**src/sv/umep_pkg.sv**
```systemverilog
`timescale 1ns / 1ps

package umep_pkg;

  // Input item opcodes
  typedef enum logic [1:0] {
    OP_BEGIN = 2'd0,
    OP_WRITE = 2'd1,
    OP_END   = 2'd2
  } op_t;

  localparam logic [7:0] SYSEX_START_BYTE = 8'hF0;
  localparam logic [7:0] SYSEX_END_BYTE   = 8'hF7;
  localparam logic [3:0] CIN_SYSEX_START  = 4'd4;
  localparam logic [3:0] CIN_SYSEX_STOP1  = 4'd5;

  // Slot position counts 0..2
  localparam logic [1:0] PHASE_FIRST = 2'd0;
  localparam logic [1:0] PHASE_SECOND = 2'd1;
  localparam logic [1:0] PHASE_LAST  = 2'd2;

  // One USB-MIDI event packet
  typedef struct packed {
    logic [7:0] event_header;
    logic [7:0] data_one;
    logic [7:0] data_two;
    logic [7:0] data_three;
  } pkt_t;

  // Result of one item from the packer core
  typedef struct packed {
    logic vld;
    pkt_t pkt;
  } res_t;

endpackage

```
**src/sv/umep_in_if.sv**
```systemverilog
`timescale 1ns / 1ps

interface umep_in_if;
  logic       valid;
  logic       ready;
  logic [1:0] opcode;
  logic [7:0] value;

  modport source (output valid, opcode, value, input ready);
  modport sink (input valid, opcode, value, output ready);
endinterface

```
**src/sv/umep_out_if.sv**
```systemverilog
`timescale 1ns / 1ps

interface umep_out_if;
  logic       valid;
  logic       ready;
  logic [7:0] event_header;
  logic [7:0] data_one;
  logic [7:0] data_two;
  logic [7:0] data_three;

  modport source (output valid, event_header, data_one, data_two, data_three, input ready);
  modport sink (input valid, event_header, data_one, data_two, data_three, output ready);
endinterface

```
**src/sv/umep_cfg_if.sv**
```systemverilog
`timescale 1ns / 1ps

interface umep_cfg_if;
  logic       valid;
  logic       ready;
  logic [3:0] data;

  modport source (output valid, data, input ready);
  modport sink (input valid, data, output ready);
endinterface

```
**src/sv/umep_core.sv**
```systemverilog
`timescale 1ns / 1ps

module umep_core (
  input  logic                clk,
  input  logic                rst_n,
  input  logic [3:0]          cable,
  input  logic                acc,
  input  logic [1:0]          opcode,
  input  logic [7:0]          value,
  output umep_pkg::res_t      res
);
  import umep_pkg::*;

  logic       sysex_r, sysex_nxt;
  logic [7:0] hdr_r, hdr_nxt;
  logic [7:0] s0_r, s0_nxt;
  logic [7:0] s1_r, s1_nxt;
  logic [7:0] s2_r, s2_nxt;
  logic [1:0] phase_r, phase_nxt;
  logic       full_r, full_nxt;
  logic       emit;

  // Next state and result for the item at the input
  always_comb begin
    sysex_nxt = sysex_r;
    hdr_nxt   = hdr_r;
    s0_nxt    = s0_r;
    s1_nxt    = s1_r;
    s2_nxt    = s2_r;
    phase_nxt = phase_r;
    full_nxt  = full_r;
    emit      = 1'b0;
    case (opcode)
      OP_BEGIN: begin
        sysex_nxt = (value == SYSEX_START_BYTE);
        hdr_nxt   = {cable, value[7:4]};
        phase_nxt = PHASE_FIRST;
        full_nxt  = 1'b0;
      end
      OP_WRITE: begin
        if (!sysex_r) begin
          // plain message: fill slots once, drop extras
          if (!full_r) begin
            case (phase_r)
              PHASE_FIRST:  s0_nxt = value;
              PHASE_SECOND: s1_nxt = value;
              default: begin
                s2_nxt   = value;
                full_nxt = 1'b1;
              end
            endcase
          end
        end else if (value == SYSEX_START_BYTE) begin
          hdr_nxt = {cable, CIN_SYSEX_START};
          s0_nxt  = value;
        end else begin
          if (value == SYSEX_END_BYTE) begin
            hdr_nxt = {cable, CIN_SYSEX_STOP1 + {2'b00, phase_r}};
          end
          case (phase_r)
            PHASE_FIRST: begin
              s0_nxt = value;
              s1_nxt = 8'h00;
              s2_nxt = 8'h00;
            end
            PHASE_SECOND: begin
              s1_nxt = value;
              s2_nxt = 8'h00;
            end
            default: begin
              s2_nxt = value;
              emit   = (value != SYSEX_END_BYTE);
            end
          endcase
        end
        phase_nxt = (phase_r == PHASE_LAST) ? PHASE_FIRST : phase_r + 2'd1;
      end
      OP_END: emit = 1'b1;
      default: ;
    endcase
  end

  // Packet reflects the state after this item
  assign res.vld              = acc & emit;
  assign res.pkt.event_header = hdr_nxt;
  assign res.pkt.data_one     = s0_nxt;
  assign res.pkt.data_two     = s1_nxt;
  assign res.pkt.data_three   = s2_nxt;

  always_ff @(posedge clk) begin
    if (!rst_n) begin
      sysex_r <= 1'b0;
      hdr_r   <= 8'h00;
      s0_r    <= 8'h00;
      s1_r    <= 8'h00;
      s2_r    <= 8'h00;
      phase_r <= PHASE_FIRST;
      full_r  <= 1'b0;
    end else if (acc) begin
      sysex_r <= sysex_nxt;
      hdr_r   <= hdr_nxt;
      s0_r    <= s0_nxt;
      s1_r    <= s1_nxt;
      s2_r    <= s2_nxt;
      phase_r <= phase_nxt;
      full_r  <= full_nxt;
    end
  end

endmodule

```
**src/sv/usb_midi_event_packer.sv**
```systemverilog
`timescale 1ns / 1ps

// Channel  Dir  Payload                                           Handshake
// in_ch    in   opcode[1:0], value[7:0]                           valid/ready
// out_ch   out  event_header, data_one, data_two, data_three      valid/ready
// cfg_ch   in   data[3:0] = cable_number                          valid/ready
//
// One item per cycle while in_ch is ready; packets are registered on out_ch.
// Synchronous active-low reset clears all packer state and the cable number.
// Output register plus one skid entry: in_ch stalls only while the skid holds
// a packet, that is while the sink stalls with two packets waiting, and for
// the cycle in which the skid entry moves to the output register.
// cfg_ch is always ready.
module usb_midi_event_packer (
  input logic        clk,
  input logic        rst_n,
  umep_in_if.sink    in_ch,
  umep_out_if.source out_ch,
  umep_cfg_if.sink   cfg_ch
);
  import umep_pkg::*;

  logic [3:0] cable_r;
  logic       acc;
  res_t       res;
  logic       out_vld_r;
  pkt_t       out_pkt_r;
  logic       skid_vld_r;
  pkt_t       skid_pkt_r;

  // Configuration register
  assign cfg_ch.ready = 1'b1;

  always_ff @(posedge clk) begin
    if (!rst_n) begin
      cable_r <= 4'h0;
    end else if (cfg_ch.valid) begin
      cable_r <= cfg_ch.data;
    end
  end

  assign in_ch.ready = !skid_vld_r;
  assign acc         = in_ch.valid & in_ch.ready;

  umep_core u_core (
    .clk    (clk),
    .rst_n  (rst_n),
    .cable  (cable_r),
    .acc    (acc),
    .opcode (in_ch.opcode),
    .value  (in_ch.value),
    .res    (res)
  );

  // Output register and skid entry
  always_ff @(posedge clk) begin
    if (!rst_n) begin
      out_vld_r  <= 1'b0;
      skid_vld_r <= 1'b0;
    end else if (skid_vld_r) begin
      if (out_ch.ready) begin
        skid_vld_r <= 1'b0;
      end
    end else if (!out_vld_r || out_ch.ready) begin
      out_vld_r <= res.vld;
    end else if (res.vld) begin
      skid_vld_r <= 1'b1;
    end
  end

  always_ff @(posedge clk) begin
    if (skid_vld_r) begin
      if (out_ch.ready) begin
        out_pkt_r <= skid_pkt_r;
      end
    end else if (!out_vld_r || out_ch.ready) begin
      out_pkt_r <= res.pkt;
    end else if (res.vld) begin
      skid_pkt_r <= res.pkt;
    end
  end

  assign out_ch.valid        = out_vld_r;
  assign out_ch.event_header = out_pkt_r.event_header;
  assign out_ch.data_one     = out_pkt_r.data_one;
  assign out_ch.data_two     = out_pkt_r.data_two;
  assign out_ch.data_three   = out_pkt_r.data_three;

endmodule

```
**src/flat_wrapper.sv**
```systemverilog
// flat-port wrapper written by rule: the top's interface ports become plain ports
module usb_midi_event_packer_flat import umep_pkg::*;
  (clk, rst_n, in_ch_valid, in_ch_opcode, in_ch_value, in_ch_ready, out_ch_valid, out_ch_event_header, out_ch_data_one, out_ch_data_two, out_ch_data_three, out_ch_ready, cfg_ch_valid, cfg_ch_data, cfg_ch_ready);
  umep_in_if in_ch_i ();
  umep_out_if out_ch_i ();
  umep_cfg_if cfg_ch_i ();
  input logic clk;
  input logic rst_n;
  input wire logic [$bits(in_ch_i.valid)-1:0] in_ch_valid;
  input wire logic [$bits(in_ch_i.opcode)-1:0] in_ch_opcode;
  input wire logic [$bits(in_ch_i.value)-1:0] in_ch_value;
  output wire logic [$bits(in_ch_i.ready)-1:0] in_ch_ready;
  output wire logic [$bits(out_ch_i.valid)-1:0] out_ch_valid;
  output wire logic [$bits(out_ch_i.event_header)-1:0] out_ch_event_header;
  output wire logic [$bits(out_ch_i.data_one)-1:0] out_ch_data_one;
  output wire logic [$bits(out_ch_i.data_two)-1:0] out_ch_data_two;
  output wire logic [$bits(out_ch_i.data_three)-1:0] out_ch_data_three;
  input wire logic [$bits(out_ch_i.ready)-1:0] out_ch_ready;
  input wire logic [$bits(cfg_ch_i.valid)-1:0] cfg_ch_valid;
  input wire logic [$bits(cfg_ch_i.data)-1:0] cfg_ch_data;
  output wire logic [$bits(cfg_ch_i.ready)-1:0] cfg_ch_ready;
  assign in_ch_i.valid = in_ch_valid;
  assign in_ch_i.opcode = in_ch_opcode;
  assign in_ch_i.value = in_ch_value;
  assign in_ch_ready = in_ch_i.ready;
  assign out_ch_valid = out_ch_i.valid;
  assign out_ch_event_header = out_ch_i.event_header;
  assign out_ch_data_one = out_ch_i.data_one;
  assign out_ch_data_two = out_ch_i.data_two;
  assign out_ch_data_three = out_ch_i.data_three;
  assign out_ch_i.ready = out_ch_ready;
  assign cfg_ch_i.valid = cfg_ch_valid;
  assign cfg_ch_i.data = cfg_ch_data;
  assign cfg_ch_ready = cfg_ch_i.ready;
  usb_midi_event_packer u_core (.clk(clk), .rst_n(rst_n), .in_ch(in_ch_i), .out_ch(out_ch_i), .cfg_ch(cfg_ch_i));
endmodule
```
**config.mk**
```make
export PLATFORM = sky130hd
export DESIGN_NAME = usb_midi_event_packer_flat
export DESIGN_NICKNAME = d
export VERILOG_FILES = /design/src/sv/umep_pkg.sv /design/src/sv/umep_in_if.sv /design/src/sv/umep_out_if.sv /design/src/sv/umep_cfg_if.sv /design/src/sv/umep_core.sv /design/src/sv/usb_midi_event_packer.sv /design/src/flat_wrapper.sv
export SDC_FILE = /design/constraint.sdc
export NUM_CORES = 1
export LEC_CHECK = 0
export ABC_AREA = 1
export BUFFER_PORTS_ARGS = -buffer_cell sky130_fd_sc_hd__buf_4
export CORE_AREA = 2 2 103 105
export CTS_BUF_LIST = sky130_fd_sc_hd__clkbuf_16
export DETAILED_ROUTE_END_ITERATION = 16
export DIE_AREA = 0 0 105 107
export PLACE_DENSITY = 0.65
export SYNTH_ARGS = -nofsm -noshare
export SYNTH_HDL_FRONTEND = slang
export SYNTH_SLANG_ARGS = --single-unit
```
**constraint.sdc**
```tcl
create_clock -name clk -period 8 [get_ports clk]
set_input_delay 0.4 -clock clk [delete_from_list [all_inputs] [get_ports clk]]
set_output_delay 0.4 -clock clk [all_outputs]
set_load 0.01 [all_outputs]
```
-- Yosys cells after proc, flatten, opt, wreduce, memory -nomap -nowiden
Cells that the tools add are included.
Widths: inputs -> output; s select.
- flip-flop bits (word level): 106
- input port bits: 19
- output and inout bits: 35
- muxes and demuxes: 38
- reduce and logical (&&, ||, !) cells: 14
- bitwise operators: 4
- add/sub/neg operators: 2
- equality and inequality tests: 9
- operators by type and width (cell ; count):
    $mux 8 ; 19
    $mux 32 ; 3
    $pmux 8 s2 ; 2
    $eq 8x8->1 const B ; 2
    $mux 1 ; 10
    $ne 8x8->1 const B ; 1
    $reduce_and 2->1 ; 4
    $reduce_and 3->1 ; 2
    $add 3x2->4 const A ; 1
    $eq 2x1->1 const B ; 2
    $eq 2x2->1 const B ; 2
    $logic_not 2->1 ; 2
    $ne 2x2->1 const B ; 2
    $pmux 1 s2 ; 2
    $pmux 2 s2 ; 1
    $reduce_bool 2->1 ; 2
    $add 2x1->2 const B ; 1
    $and 1x1->1 ; 2
    $logic_not 1->1 ; 2
    $mux 2 ; 1
    $not 1->1 ; 2
    $reduce_or 2->1 ; 1
    $logic_or 1x1->1 ; 1

-- Depth between registers and ports, before layout
Gate-level depths: netlist of run 1.
- word-level depth: 10
- depth in mapped cells: 11
- mapped depth without buffers: 11

-- Modules after synthesis
Synthesis of run 1 repeated with hierarchy kept, for this count alone.
- cells, all modules: 566
- area, all modules: 4941.0 um^2
- by module, submodules not included (module ; cells each ; area an instance (um^2) ; instances):
    usb_midi_event_packer ; 202 ; 2632.5 ; 1
    umep_core ; 364 ; 2308.5 ; 1

-- Least setup slack after synthesis of run 1
OpenSTA, ideal clock, no wires.
- path type: register to register
- start point: register u_core.skid_vld_r
- end point: register u_core.out_pkt_r, in the netlist u_core.out_ch.data_one[0] (enable)
- setup slack: 4.623 ns
- data required time: 7.534 ns
- path buffers: 2
- period minus slack after synthesis: 3.377 ns
- stages on the path, launching flop included: 4
- arrival: 2.912 ns
- path through: dfxtp_1 > buf_2 > clkbuf_1 > o21ai_0
- word-level cells in the longest chain between the ends: 2
- ends and longest elaborated chain (element ; RTL line ; source):
    from (decl) ; usb_midi_event_packer.sv:28 ; logic skid_vld_r;
    from (signal assigned) ; usb_midi_event_packer.sv:59 ; skid_vld_r <= 1'b0;
    from (signal assigned) ; usb_midi_event_packer.sv:62 ; skid_vld_r <= 1'b0;
    from (signal assigned) ; usb_midi_event_packer.sv:67 ; skid_vld_r <= 1'b1;
    $ne 2x2->1 (no line) or $reduce_bool 2->1 (tied branches) ; -- ;
    $reduce_and 2->1 (no line) (*) ; -- ;
    to (signal assigned) ; usb_midi_event_packer.sv:74 ; out_pkt_r <= skid_pkt_r;
    to (signal assigned) ; usb_midi_event_packer.sv:77 ; out_pkt_r <= res.pkt;
    to (decl) ; usb_midi_event_packer.sv:27 ; pkt_t out_pkt_r;
Mark *: on every way between the ends. The rest lies on a longest branch, timed or not.
A chain may end at the register's enable or synchronous reset.

-- Final worst setup path of run 1
- start point: register u_core.skid_vld_r
- end point: register u_core.skid_pkt_r[13] (netlist name) (enable)
- word-level cells in the longest chain between the ends: 4
- ends and longest elaborated chain (element ; RTL line ; source):
    $logic_not 1->1 ; usb_midi_event_packer.sv:42 ; assign in_ch.ready = !skid_vld_r;
    $and 1x1->1 ; usb_midi_event_packer.sv:43 ; assign acc = in_ch.valid & in_ch.ready;
    $and 1x1->1 ; umep_core.sv:84 ; assign res.vld = acc & emit;
    $reduce_and 3->1 (no line) (*) ; -- ;
    to (signal assigned) ; usb_midi_event_packer.sv:79 ; skid_pkt_r <= res.pkt;
    to (decl) ; usb_midi_event_packer.sv:29 ; pkt_t skid_pkt_r;
Marked as above.

==> impl_metrics.env, run 1 <==
export IMPL_maxCapViolCount=0
export IMPL_first_global_vias=3628
export IMPL_cp_data_required_time_ps=8030
export IMPL_instances_no_fill=759
export IMPL_clk_pin_slew_ps=70
export IMPL_cpMaxStageDelayCell="inv_1"
export IMPL_ys_top_cells_by_count="nand2_1 (181), nor2_1 (73), edfxtp_1 (64), inv_1 (62), dfxtp_1 (42)"
export IMPL_ctsHoldBuffers=0
export IMPL_peakVddDrop_v=0.000114
export IMPL_synth_seq_cells=106
export IMPL_cts_tree="yes"
export IMPL_final_util_pct=56.1
export IMPL_place_hpwl_microns=6930
export IMPL_overflow=0
export IMPL_drc=0
export IMPL_finalInstanceArea_sq_um=5660
export IMPL_worst_setup_path_type="flip-flop to flip-flop"
export IMPL_gr_usage_met3_pct=2.74
export IMPL_route_antenna_remaining_nets=0
export IMPL_rows=37
export IMPL_ios=54
export IMPL_cts_setup_buffers=0
export IMPL_place_congestion=0.826
export IMPL_synth_ff_type="edfxtp_1"
export IMPL_drt_total_wl_microns=10100
export IMPL_htreeDepth=3
export IMPL_drt_pass1_iterations=7
export IMPL_critPathMaxStageDelay_ps=510
export IMPL_worstSkewPairLatency_ps=340
export IMPL_rsz0062_at_grt="no"
export IMPL_finalClockSkew_ps=7.84
export IMPL_port_buffers=52
export IMPL_status="finished clean"
export IMPL_tightest_slew_ps=1160
export IMPL_syn_area_sq_um=4930
export IMPL_dieHeight_microns=107
export IMPL_r2r_setup_slack_ps=5200
export IMPL_async_flop_share_pct=0
export IMPL_antenna_cells=0
export IMPL_yosysTopAreaCell="edfxtp_1"
export IMPL_drv_slew=0
export IMPL_crit_family="buffers and inverters"
export IMPL_clock_root_buffer="clkbuf_16"
export IMPL_grt_busiest_layer="met2"
export IMPL_powerDensity_nw_per_um2=209
export IMPL_hold_class="primary input to flip-flop"
export IMPL_grt_max_degree=56
export IMPL_fp_dieW_microns=105
export IMPL_fmax_ghz=0.357
export IMPL_grt_pass1_wl_microns=17100
export IMPL_synth_edff_count=64
export IMPL_timing_hold_violations_final=0
export IMPL_dieArea_sq_um=11200
export IMPL_nNetsFinal=646
export IMPL_path_max_fanout=36
export IMPL_avgViaCountPerCell=5.04
export IMPL_synth_nets=601
export IMPL_area_delta_synth_final_pct=14.8
export IMPL_synth_area_leaders="edfxtp_1 (39%), dfxtp_1 (17%), nand2_1 (14%)"
export IMPL_ys_types=33
export IMPL_holdWs_ps=283
export IMPL_maxSlewHeadroom_pct=22.6
export IMPL_finalCritPeriodShare_pct=35.0
export IMPL_met1_usage_pct=25.1
export IMPL_worstPathBufferInverterCount=3
export IMPL_clock_path_buffers=2
export IMPL_critPathLaunchType="flip-flop"
export IMPL_initial_core_util_pct=48.8
export IMPL_wl_per_cell_microns=13.4
export IMPL_core_region_area_sq_um=10100
export IMPL_syn_avg_cell_area_sq_um=8.59
export IMPL_placed_area_sq_um=5380
export IMPL_ys_warn_count=0
export IMPL_cts_sinks=106
export IMPL_drt_iter0_markers=235
export IMPL_synth_top_area_share_pct=39.0
export IMPL_drive_gt1_share_pct=15.2
export IMPL_antenna_found_initial=0
export IMPL_endpoint_kind="flip-flop"
export IMPL_syn_inst=574
export IMPL_cts_resized=0
export IMPL_arrival_ps=2830
export IMPL_setup_viol=0
export IMPL_grt_met2_usage_pct=31.9
export IMPL_worstPathCellList="inv_2 -> nand2_2 -> nor2_1 -> nand3_1 -> inv_1 -> buf_4"
export IMPL_setup_tns_ps=0
export IMPL_ys_seq_area_share_pct=56.1
export IMPL_grtUsageTotal_pct=19.1
export IMPL_cts_buffers=9
export IMPL_vias=3824
export IMPL_placed_cells=744
export IMPL_leakage_uw=0.00274
export IMPL_fin_crit_ps=2800
export IMPL_yosysMostFrequentCell="nand2_1"
==> final cells by class <==
class | count | area [sq um]
Fill cell | 946 | 4430
Sequential cell | 106 | 2760
Multi-Input combinational cell | 381 | 1780
Timing Repair Buffer | 55 | 413
Inverter | 66 | 248
Clock buffer | 9 | 225
Tap cell | 136 | 170
Clock inverter | 6 | 58.8
==> sequential cells by signal, summed over array words and instances, names as in the netlist <==
signal and flops:
u_core.u_core.phase_r 2, u_core.out_ch.valid 1, u_core.u_core.s2_r 8, u_core.out_ch.event_header 8
u_core.u_core.hdr_r 8, u_core.out_ch.data_one 8, u_core.skid_pkt_r 32, u_core.u_core.sysex_r 1
u_core.out_ch.data_three 8, u_core.skid_vld_r 1, u_core.cable_r 4, u_core.out_ch.data_two 8
u_core.u_core.s0_r 8, u_core.u_core.s1_r 8, u_core.u_core.full_r 1
==> metrics by stage <==
step / total power (uW) / setup WS [ps]
2_1_floorplan: 716 / 4620
5_1_grt: 1230 / 4920
3_5_place_dp: 766 / 5020
6_report: 1180 / 5200
3_3_place_gp: 762 / 5090
4_1_cts: 1190 / 5200
==> worst min-delay path, stage by stage <==
cell and delay [ps]:
buf_4 80, nor2_1 30, nor2_1 80
==> where the power goes <==
part	total (uW)	internal, uW	switching, uW	leakage [uW]
Combinational	132	53.8	78.3	0.00160
Clock	430	239	191	0.000141
Sequential	622	611	11.2	0.00100
==> final timing paths <==
check | to | cells past startpoint | start
max | u_core.skid_pkt_r[13] | 6 | u_core.skid_vld_r
min | u_core.cable_r[0] | 3 | cfg_ch_data[0]
max reg2reg | u_core.skid_pkt_r[13] | 6 | u_core.skid_vld_r
min reg2reg | u_core.u_core.phase_r[1] | 2 | u_core.u_core.phase_r[1]
==> cells by family after synthesis <==
family | after synthesis | share of synthesized area, %
buffers and inverters | 87 | 7.87
other | 1 | 0.0761
DFF | 106 | 56.1
and+or+nand+nor | 308 | 26.0
AOI/OAI and AO/OA | 64 | 7.95
adders and majority gates | 8 | 2.03
==> routing by layer <==
layer  share of wire (%)  wire length [microns]
met2                  47                   4790
met1                  46                   4680
met4                 2.2                    226
met5                   0                      0
met3                 4.3                    441
==> cells in the final DEF (no fill, tap or decap), types with 2 or more instances in the layout <==
cell / synthesis / final
nand4_1: 7 / 7
nor2_2: 2 / 2
or2_2: 3 / 3
dfxtp_1: 42 / 42
buf_4: 2 / 55
nor2_1: 73 / 73
edfxtp_1: 64 / 64
o21ai_0: 20 / 19
nand2_1: 181 / 181
clkbuf_16: 0 / 9
inv_1: 62 / 63
a31oi_1: 6 / 6
o21ai_2: 4 / 5
a22oi_1: 3 / 3
inv_2: 4 / 4
a21oi_1: 15 / 15
ha_1: 8 / 8
o211ai_1: 8 / 8
nor2_4: 2 / 2
nand3_1: 30 / 30
o21ai_1: 5 / 5
nand2_2: 7 / 7
(Power assumes the default switching activity.)
==> run 2: changes to the inputs <==
Settings changed: ABC_AREA 1 to 0, CORE_AREA 2 2 103 105 to 2 2 102 104, DIE_AREA 0 0 105 107 to 0 0 104 106, PLACE_DENSITY 0.65 to 0.68.
Clock period 8 ns to 2.5 ns, I/O delays scaled along.
==> impl_metrics.env, run 2 <==
export IMPL_grt_busiest_layer="met2"
export IMPL_yosysMostFrequentCell="edfxtp_1"
export IMPL_p_comb_share_pct=7.9
export IMPL_setup_tns_ps=0
export IMPL_place_congestion=0.876
export IMPL_route_antenna_remaining_nets=0
export IMPL_reg2regPathDepth=5
export IMPL_synth_top_area_share_pct=39.7
export IMPL_grtUsageTotal_pct=20.5
export IMPL_grt_max_degree=38
export IMPL_internal_power_uw=2680
export IMPL_synth_nets=466
export IMPL_status="finished clean"
export IMPL_p_sw_uw=804
export IMPL_synth_area_leaders="edfxtp_1 (40%), dfxtp_1 (17%), a22o_1 (4.3%)"
export IMPL_nNetsFinal=505
export IMPL_cts_tree="yes"
export IMPL_vias=3650
export IMPL_fill_cells=905
export IMPL_first_global_vias=3494
export IMPL_instances_no_fill=619
export IMPL_finalWorstSetupSlack_ps=321
export IMPL_htreeDepth=3
export IMPL_wl_per_cell_microns=17.7
export IMPL_arrival_ps=2270
export IMPL_finalCritPeriodShare_pct=87.1
export IMPL_gr_usage_met3_pct=3.43
export IMPL_cts_buffers=9
export IMPL_yosysTopAreaCell="edfxtp_1"
export IMPL_grt_pass1_wl_microns=17800
export IMPL_clock_root_buffer="clkbuf_16"
export IMPL_ys_warn_count=0
export IMPL_area_delta_synth_final_pct=16.3
export IMPL_worst_setup_path_type="flip-flop to flip-flop"
export IMPL_tightest_slew_ps=942
export IMPL_clk_pin_slew_ps=70
export IMPL_ys_top_cells_by_count="edfxtp_1 (64), dfxtp_1 (42), nand2_1 (42), o21ai_0 (38), a22o_1 (24)"
export IMPL_synth_ff_type="edfxtp_1"
export IMPL_endpoint_kind="flip-flop"
export IMPL_worstPathBufferInverterCount=0
export IMPL_ys_seq_area_share_pct=57.0
export IMPL_avgViaCountPerCell=5.90
export IMPL_cts_sinks=106
export IMPL_rows=37
export IMPL_antenna_cells=0
export IMPL_syn_area_sq_um=4840
export IMPL_r2r_start="u_core.u_core.phase_r[0]"
export IMPL_dieHeight_microns=106
export IMPL_finalClockSkew_ps=8.97
export IMPL_ios=54
export IMPL_worstHoldEndpoint="u_core.cable_r[2]"
export IMPL_async_flop_share_pct=0
export IMPL_drc=0
export IMPL_clkPwrFrac_pct=37.3
export IMPL_syn_inst=439
export IMPL_rsz0062_at_grt="no"
export IMPL_powerDensity_nw_per_um2=618
export IMPL_final_cell_mix="edfxtp_1 (64), buf_4 (59), nand2_1 (42)"
export IMPL_drt_iter0_markers=202
export IMPL_met1_usage_pct=27.5
export IMPL_r2r_setup_slack_ps=320
export IMPL_switching_share_pct=23.1
export IMPL_ys_types=54
export IMPL_dp_slack_ps=309
export IMPL_top_register="u_core.skid_pkt_r"
export IMPL_drt_pass1_iterations=5
export IMPL_whs_path_depth=3
export IMPL_maxCapViolCount=0
export IMPL_fmax_ghz=0.459
export IMPL_antenna_found_initial=0
export IMPL_final_common_cell="edfxtp_1"
export IMPL_place_hpwl_microns=7380
export IMPL_rr_endpoint="u_core.out_ch.event_header[3]"
export IMPL_syn_avg_cell_area_sq_um=11.0
export IMPL_grt_met2_usage_pct=33.7
export IMPL_path_max_fanout=6
export IMPL_worstPathCellList="ha_1 -> nand4b_1 -> a2111oi_0 -> o31ai_1 -> mux2_2"
export IMPL_peakVddDrop_v=0.000430
export IMPL_overflow=0
export IMPL_seqPwrFrac_pct=54.8
export IMPL_timing_hold_violations_final=0
export IMPL_clock_path_buffers=2
export IMPL_fp_dieW_microns=104
export IMPL_placed_cells=603
export IMPL_initial_core_util_pct=48.4
export IMPL_fin_crit_ps=2180
export IMPL_drt_total_wl_microns=10900
export IMPL_crit_family="compound AO/OA/AOI/OAI gates"
export IMPL_dieArea_sq_um=11000
export IMPL_critPathMaxStageDelay_ps=650
export IMPL_hold_class="primary input to flip-flop"
export IMPL_core_region_area_sq_um=10000
export IMPL_hold_start="cfg_ch_data[2]"
export IMPL_ctsHoldBuffers=0
export IMPL_cts_resized=0
export IMPL_drive_gt1_share_pct=20.9
export IMPL_cpMaxStageDelayCell="a2111oi_0"
export IMPL_leakage_uw=0.00213
export IMPL_critPathLaunchType="flip-flop"
export IMPL_drv_slew=0
export IMPL_synth_edff_count=64
export IMPL_maxSlewHeadroom_pct=36.7
export IMPL_synth_seq_cells=106
export IMPL_port_buffers=52
export IMPL_cp_data_required_time_ps=2590
export IMPL_worstSkewPairLatency_ps=350
export IMPL_largest_reg_flops=32
export IMPL_cts_setup_buffers=0
export IMPL_setup_viol=0
run 2: changes by cell type in the layout (fill, tap and decap cells not counted), sizes merged, moves of 7 or more:
cell / change
inv: -55
o21ai: +10
a21oi: -9
a22o: +24
o211ai: -7
nand3: -9
nor2: -57
nand2: -146
mux2i: +9
a31oi: +8
nor2b: +13
run 2: layout make-up:
| type | instances | area (sq um) | area share, % |
|---|---|---|---|
| Inverter | 11 | 41.3 | 0.733 |
| Timing Repair Buffer | 60 | 463 | 8.22 |
| Clock inverter | 7 | 46.3 | 0.822 |
| Clock buffer | 9 | 225 | 4.00 |
| Sequential cell | 106 | 2760 | 49.1 |
| Multi-Input combinational cell | 290 | 1920 | 34.2 |
| Tap cell | 136 | 170 | 3.02 |
run 2: stage by stage:
stage,util (%),cell area [sq um],hold WS (ps),power [uW]
finish,56.3,5630,36.0,3480
global route,56.3,5630,59.9,3610
CTS,56.3,5630,32.0,3510
detailed placement,53.6,5360,391,2220
global placement,53.6,5360,381,2220
floorplan,-,4870,295,2110
run 2: how the worst max path moves through the flow:
| stage | start | to | slack [ps] | cells after the start |
|---|---|---|---|---|
| floorplan | u_core.skid_vld_r | u_core.skid_pkt_r[0] | 10 | 5 |
| global placement | u_core.u_core.phase_r[0] | u_core.out_ch.event_header[3] | 330 | 5 |
| detailed placement | in_ch_opcode[1] | u_core.out_ch.event_header[1] | 310 | 8 |
| CTS | u_core.u_core.phase_r[0] | u_core.out_ch.event_header[3] | 340 | 5 |
| global route | u_core.u_core.phase_r[1] | u_core.u_core.s0_r[5] | 170 | 6 |
| finish | u_core.u_core.phase_r[0] | u_core.out_ch.event_header[3] | 320 | 5 |
run 2: power groups by stage:
stage	Sequential (uW)	Combinational [uW]	Clock [uW]
floorplan	1960	150	0
global placement	1950	270	0
detailed placement	1950	275	0
CTS	1910	275	1320
global route	1910	300	1400
finish	1910	276	1300
run 2: logic make-up after synthesis:
group / share of synthesized area (%)
AOI/OAI and AO/OA: 20.3
and+or+nand+nor: 13.6
DFF: 57.0
buffers and inverters: 3.67
muxes: 3.25
adders and majority gates: 2.07
other: 0.0774
run 2: metal layers:
layer / vias to the layer above / share of wire [%]
li1: 1748 / -
met1: 1767 / 45
met2: 118 / 48
met3: 17 / 4.5
met4: 0 / 1.9
met5: - / 0
run 2: tightest hold or removal path: stages:
cell and delay (ps):
buf_4 80, mux2i_1 50, nor2b_1 90
==> run 3: changes to the inputs <==
Settings changed: RECOVER_POWER set to 100.
==> impl_metrics.env, run 3 (same netlist as run 2, synthesis figures left out) <==
export IMPL_status="finished clean"
export IMPL_htreeDepth=3
export IMPL_clkPwrFrac_pct=37.5
export IMPL_fmax_ghz=0.443
export IMPL_drc=0
export IMPL_clock_path_buffers=2
export IMPL_cp_data_required_time_ps=2540
export IMPL_clk_pin_slew_ps=70
export IMPL_drt_total_wl_microns=11000
export IMPL_fill_cells=927
export IMPL_fin_crit_ps=2260
export IMPL_setup_viol=0
export IMPL_worstPathBufferInverterCount=2
export IMPL_internal_power_uw=2660
export IMPL_drv_slew=0
export IMPL_hold_class="primary input to flip-flop"
export IMPL_dieHeight_microns=106
export IMPL_dp_slack_ps=309
export IMPL_power_total_uw=3460
export IMPL_maxSlewHeadroom_pct=34.8
export IMPL_rows=37
export IMPL_r2r_start="u_core.u_core.phase_r[0]"
export IMPL_cts_tree="yes"
export IMPL_powerDensity_nw_per_um2=631
export IMPL_endpoint_kind="flip-flop"
export IMPL_setup_tns_ps=0
export IMPL_leakage_uw=0.00198
export IMPL_cts_sinks=106
export IMPL_finalCritPeriodShare_pct=90.3
export IMPL_cts_buffers=9
export IMPL_r2r_setup_slack_ps=240
export IMPL_timing_hold_violations_final=0
export IMPL_drt_iter0_markers=228
export IMPL_critPathMaxStageDelay_ps=390
export IMPL_worst_setup_path_type="flip-flop to flip-flop"
export IMPL_drive_gt1_share_pct=12.8
export IMPL_clock_root_buffer="clkbuf_16"
export IMPL_finalClockSkew_ps=8.03
export IMPL_p_comb_share_pct=7.3
export IMPL_cts_resized=0
export IMPL_first_global_vias=3494
export IMPL_antenna_found_initial=0
export IMPL_final_common_cell="edfxtp_1"
export IMPL_ios=54
export IMPL_antenna_cells=0
export IMPL_grtUsageTotal_pct=20.5
export IMPL_rsz0062_at_grt="no"
export IMPL_hold_start="cfg_ch_data[2]"
export IMPL_ff_latch_area_sq_um=2760
export IMPL_switching_share_pct=23.2
export IMPL_largest_reg_flops=32
export IMPL_core_region_area_sq_um=10000
export IMPL_maxCapViolCount=0
export IMPL_worstHoldEndpoint="u_core.cable_r[2]"
export IMPL_dieArea_sq_um=11000
export IMPL_fp_dieW_microns=104
export IMPL_wl_per_cell_microns=17.7
export IMPL_cts_setup_buffers=0
export IMPL_avgViaCountPerCell=5.91
export IMPL_top_register="u_core.skid_pkt_r"
export IMPL_place_congestion=0.876
export IMPL_critPathLaunchType="flip-flop"
export IMPL_worstPathCellList="inv_1 -> ha_1 -> nor2_1 -> a21oi_1 -> a211o_1 -> nor3b_4 -> buf_12"
export IMPL_multi_input_area_sq_um=1910
export IMPL_ctsHoldBuffers=0
export IMPL_tightest_slew_ps=970
export IMPL_area_delta_synth_final_pct=13.1
export IMPL_place_hpwl_microns=7380
export IMPL_route_antenna_remaining_nets=0
export IMPL_drt_pass1_iterations=4
export IMPL_final_cell_mix="edfxtp_1 (64), nand2_1 (42), dfxtp_1 (41)"
export IMPL_overflow=0
export IMPL_nNetsFinal=505
export IMPL_p_sw_uw=801
export IMPL_grt_max_degree=38
export IMPL_reg2regPathDepth=7
export IMPL_peakVddDrop_v=0.000429
export IMPL_whs_path_depth=3
export IMPL_crit_family="simple AND/OR/NAND/NOR gates"
export IMPL_arrival_ps=2290
export IMPL_cpMaxStageDelayCell="dfxtp_2"
export IMPL_path_max_fanout=32
export IMPL_seqPwrFrac_pct=55.2
export IMPL_grt_pass1_wl_microns=17800
export IMPL_worstSkewPairLatency_ps=350
export IMPL_rr_endpoint="u_core.skid_pkt_r[9]"
export IMPL_vias=3657
export IMPL_initial_core_util_pct=48.4
export IMPL_port_buffers=52
export IMPL_finalWorstSetupSlack_ps=242
-- run 3: cell count changes in the layout (fill, tap and decap cells not counted), sizes merged --
cell,before,now
buf,60,23
clkbuf,9,46
-- run 3: power by group through the flow --
stage	logic, uW	registers (uW)	clock network, uW
CTS	275	1910	1320
floorplan	150	1960	0
global route	276	1910	1400
global placement	270	1950	0
finish	253	1910	1300
detailed placement	275	1950	0
-- run 3: per-layer routing --
metal,vias to the layer above,track usage (%),wire length (microns)
li1,1747,-,-
met1,1784,27.5,5050
met2,112,33.7,5270
met3,14,3.43,488
met4,0,7.63,182
met5,-,0,0
-- run 3: how the worst max path moves through the flow --
| stage | cells after the start | end | startpoint |
|---|---|---|---|
| 6_report | 7 | u_core.skid_pkt_r[9] | u_core.u_core.phase_r[0] |
| 5_1_grt | 6 | u_core.u_core.s0_r[5] | u_core.u_core.phase_r[1] |
| 4_1_cts | 5 | u_core.out_ch.event_header[3] | u_core.u_core.phase_r[0] |
| 3_5_place_dp | 8 | u_core.out_ch.event_header[1] | in_ch_opcode[1] |
| 3_3_place_gp | 5 | u_core.out_ch.event_header[3] | u_core.u_core.phase_r[0] |
| 2_1_floorplan | 5 | u_core.skid_pkt_r[0] | u_core.skid_vld_r |
-- run 3: final cells by class --
class | count | share of cell area, %
repair buffers | 60 | 5.94
multi-input cells | 290 | 34.8
well taps | 136 | 3.11
flip-flops and latches | 106 | 50.4
clock buffers | 9 | 4.11
inverters | 11 | 0.753
clock inverters | 7 | 0.845
-- run 3: stage by stage --
| stage | cell area (sq um) | hold slack [ps] | util [%] | instances |
|---|---|---|---|---|
| floorplan | 4870 | 295 | - | 439 |
| finish | 5480 | 33.6 | 54.8 | 619 |
| global route | 5480 | 59.9 | 54.8 | 619 |
| global placement | 5360 | 381 | 53.6 | 603 |
| detailed placement | 5360 | 391 | 53.6 | 603 |
| CTS | 5630 | 32.0 | 56.3 | 619 |
-- run 3: worst register-to-register path, delay by kind of cell, from the launching register on --
| kind | cells | cell delay, ps |
|---|---|---|
| AND/OR/NAND/NOR | 2 | 490 |
| adder cells (fa/ha/maj) | 1 | 270 |
| buffers and inverters | 2 | 320 |
| flip-flops | 1 | 390 |
| AO/OA/AOI/OAI | 2 | 450 |
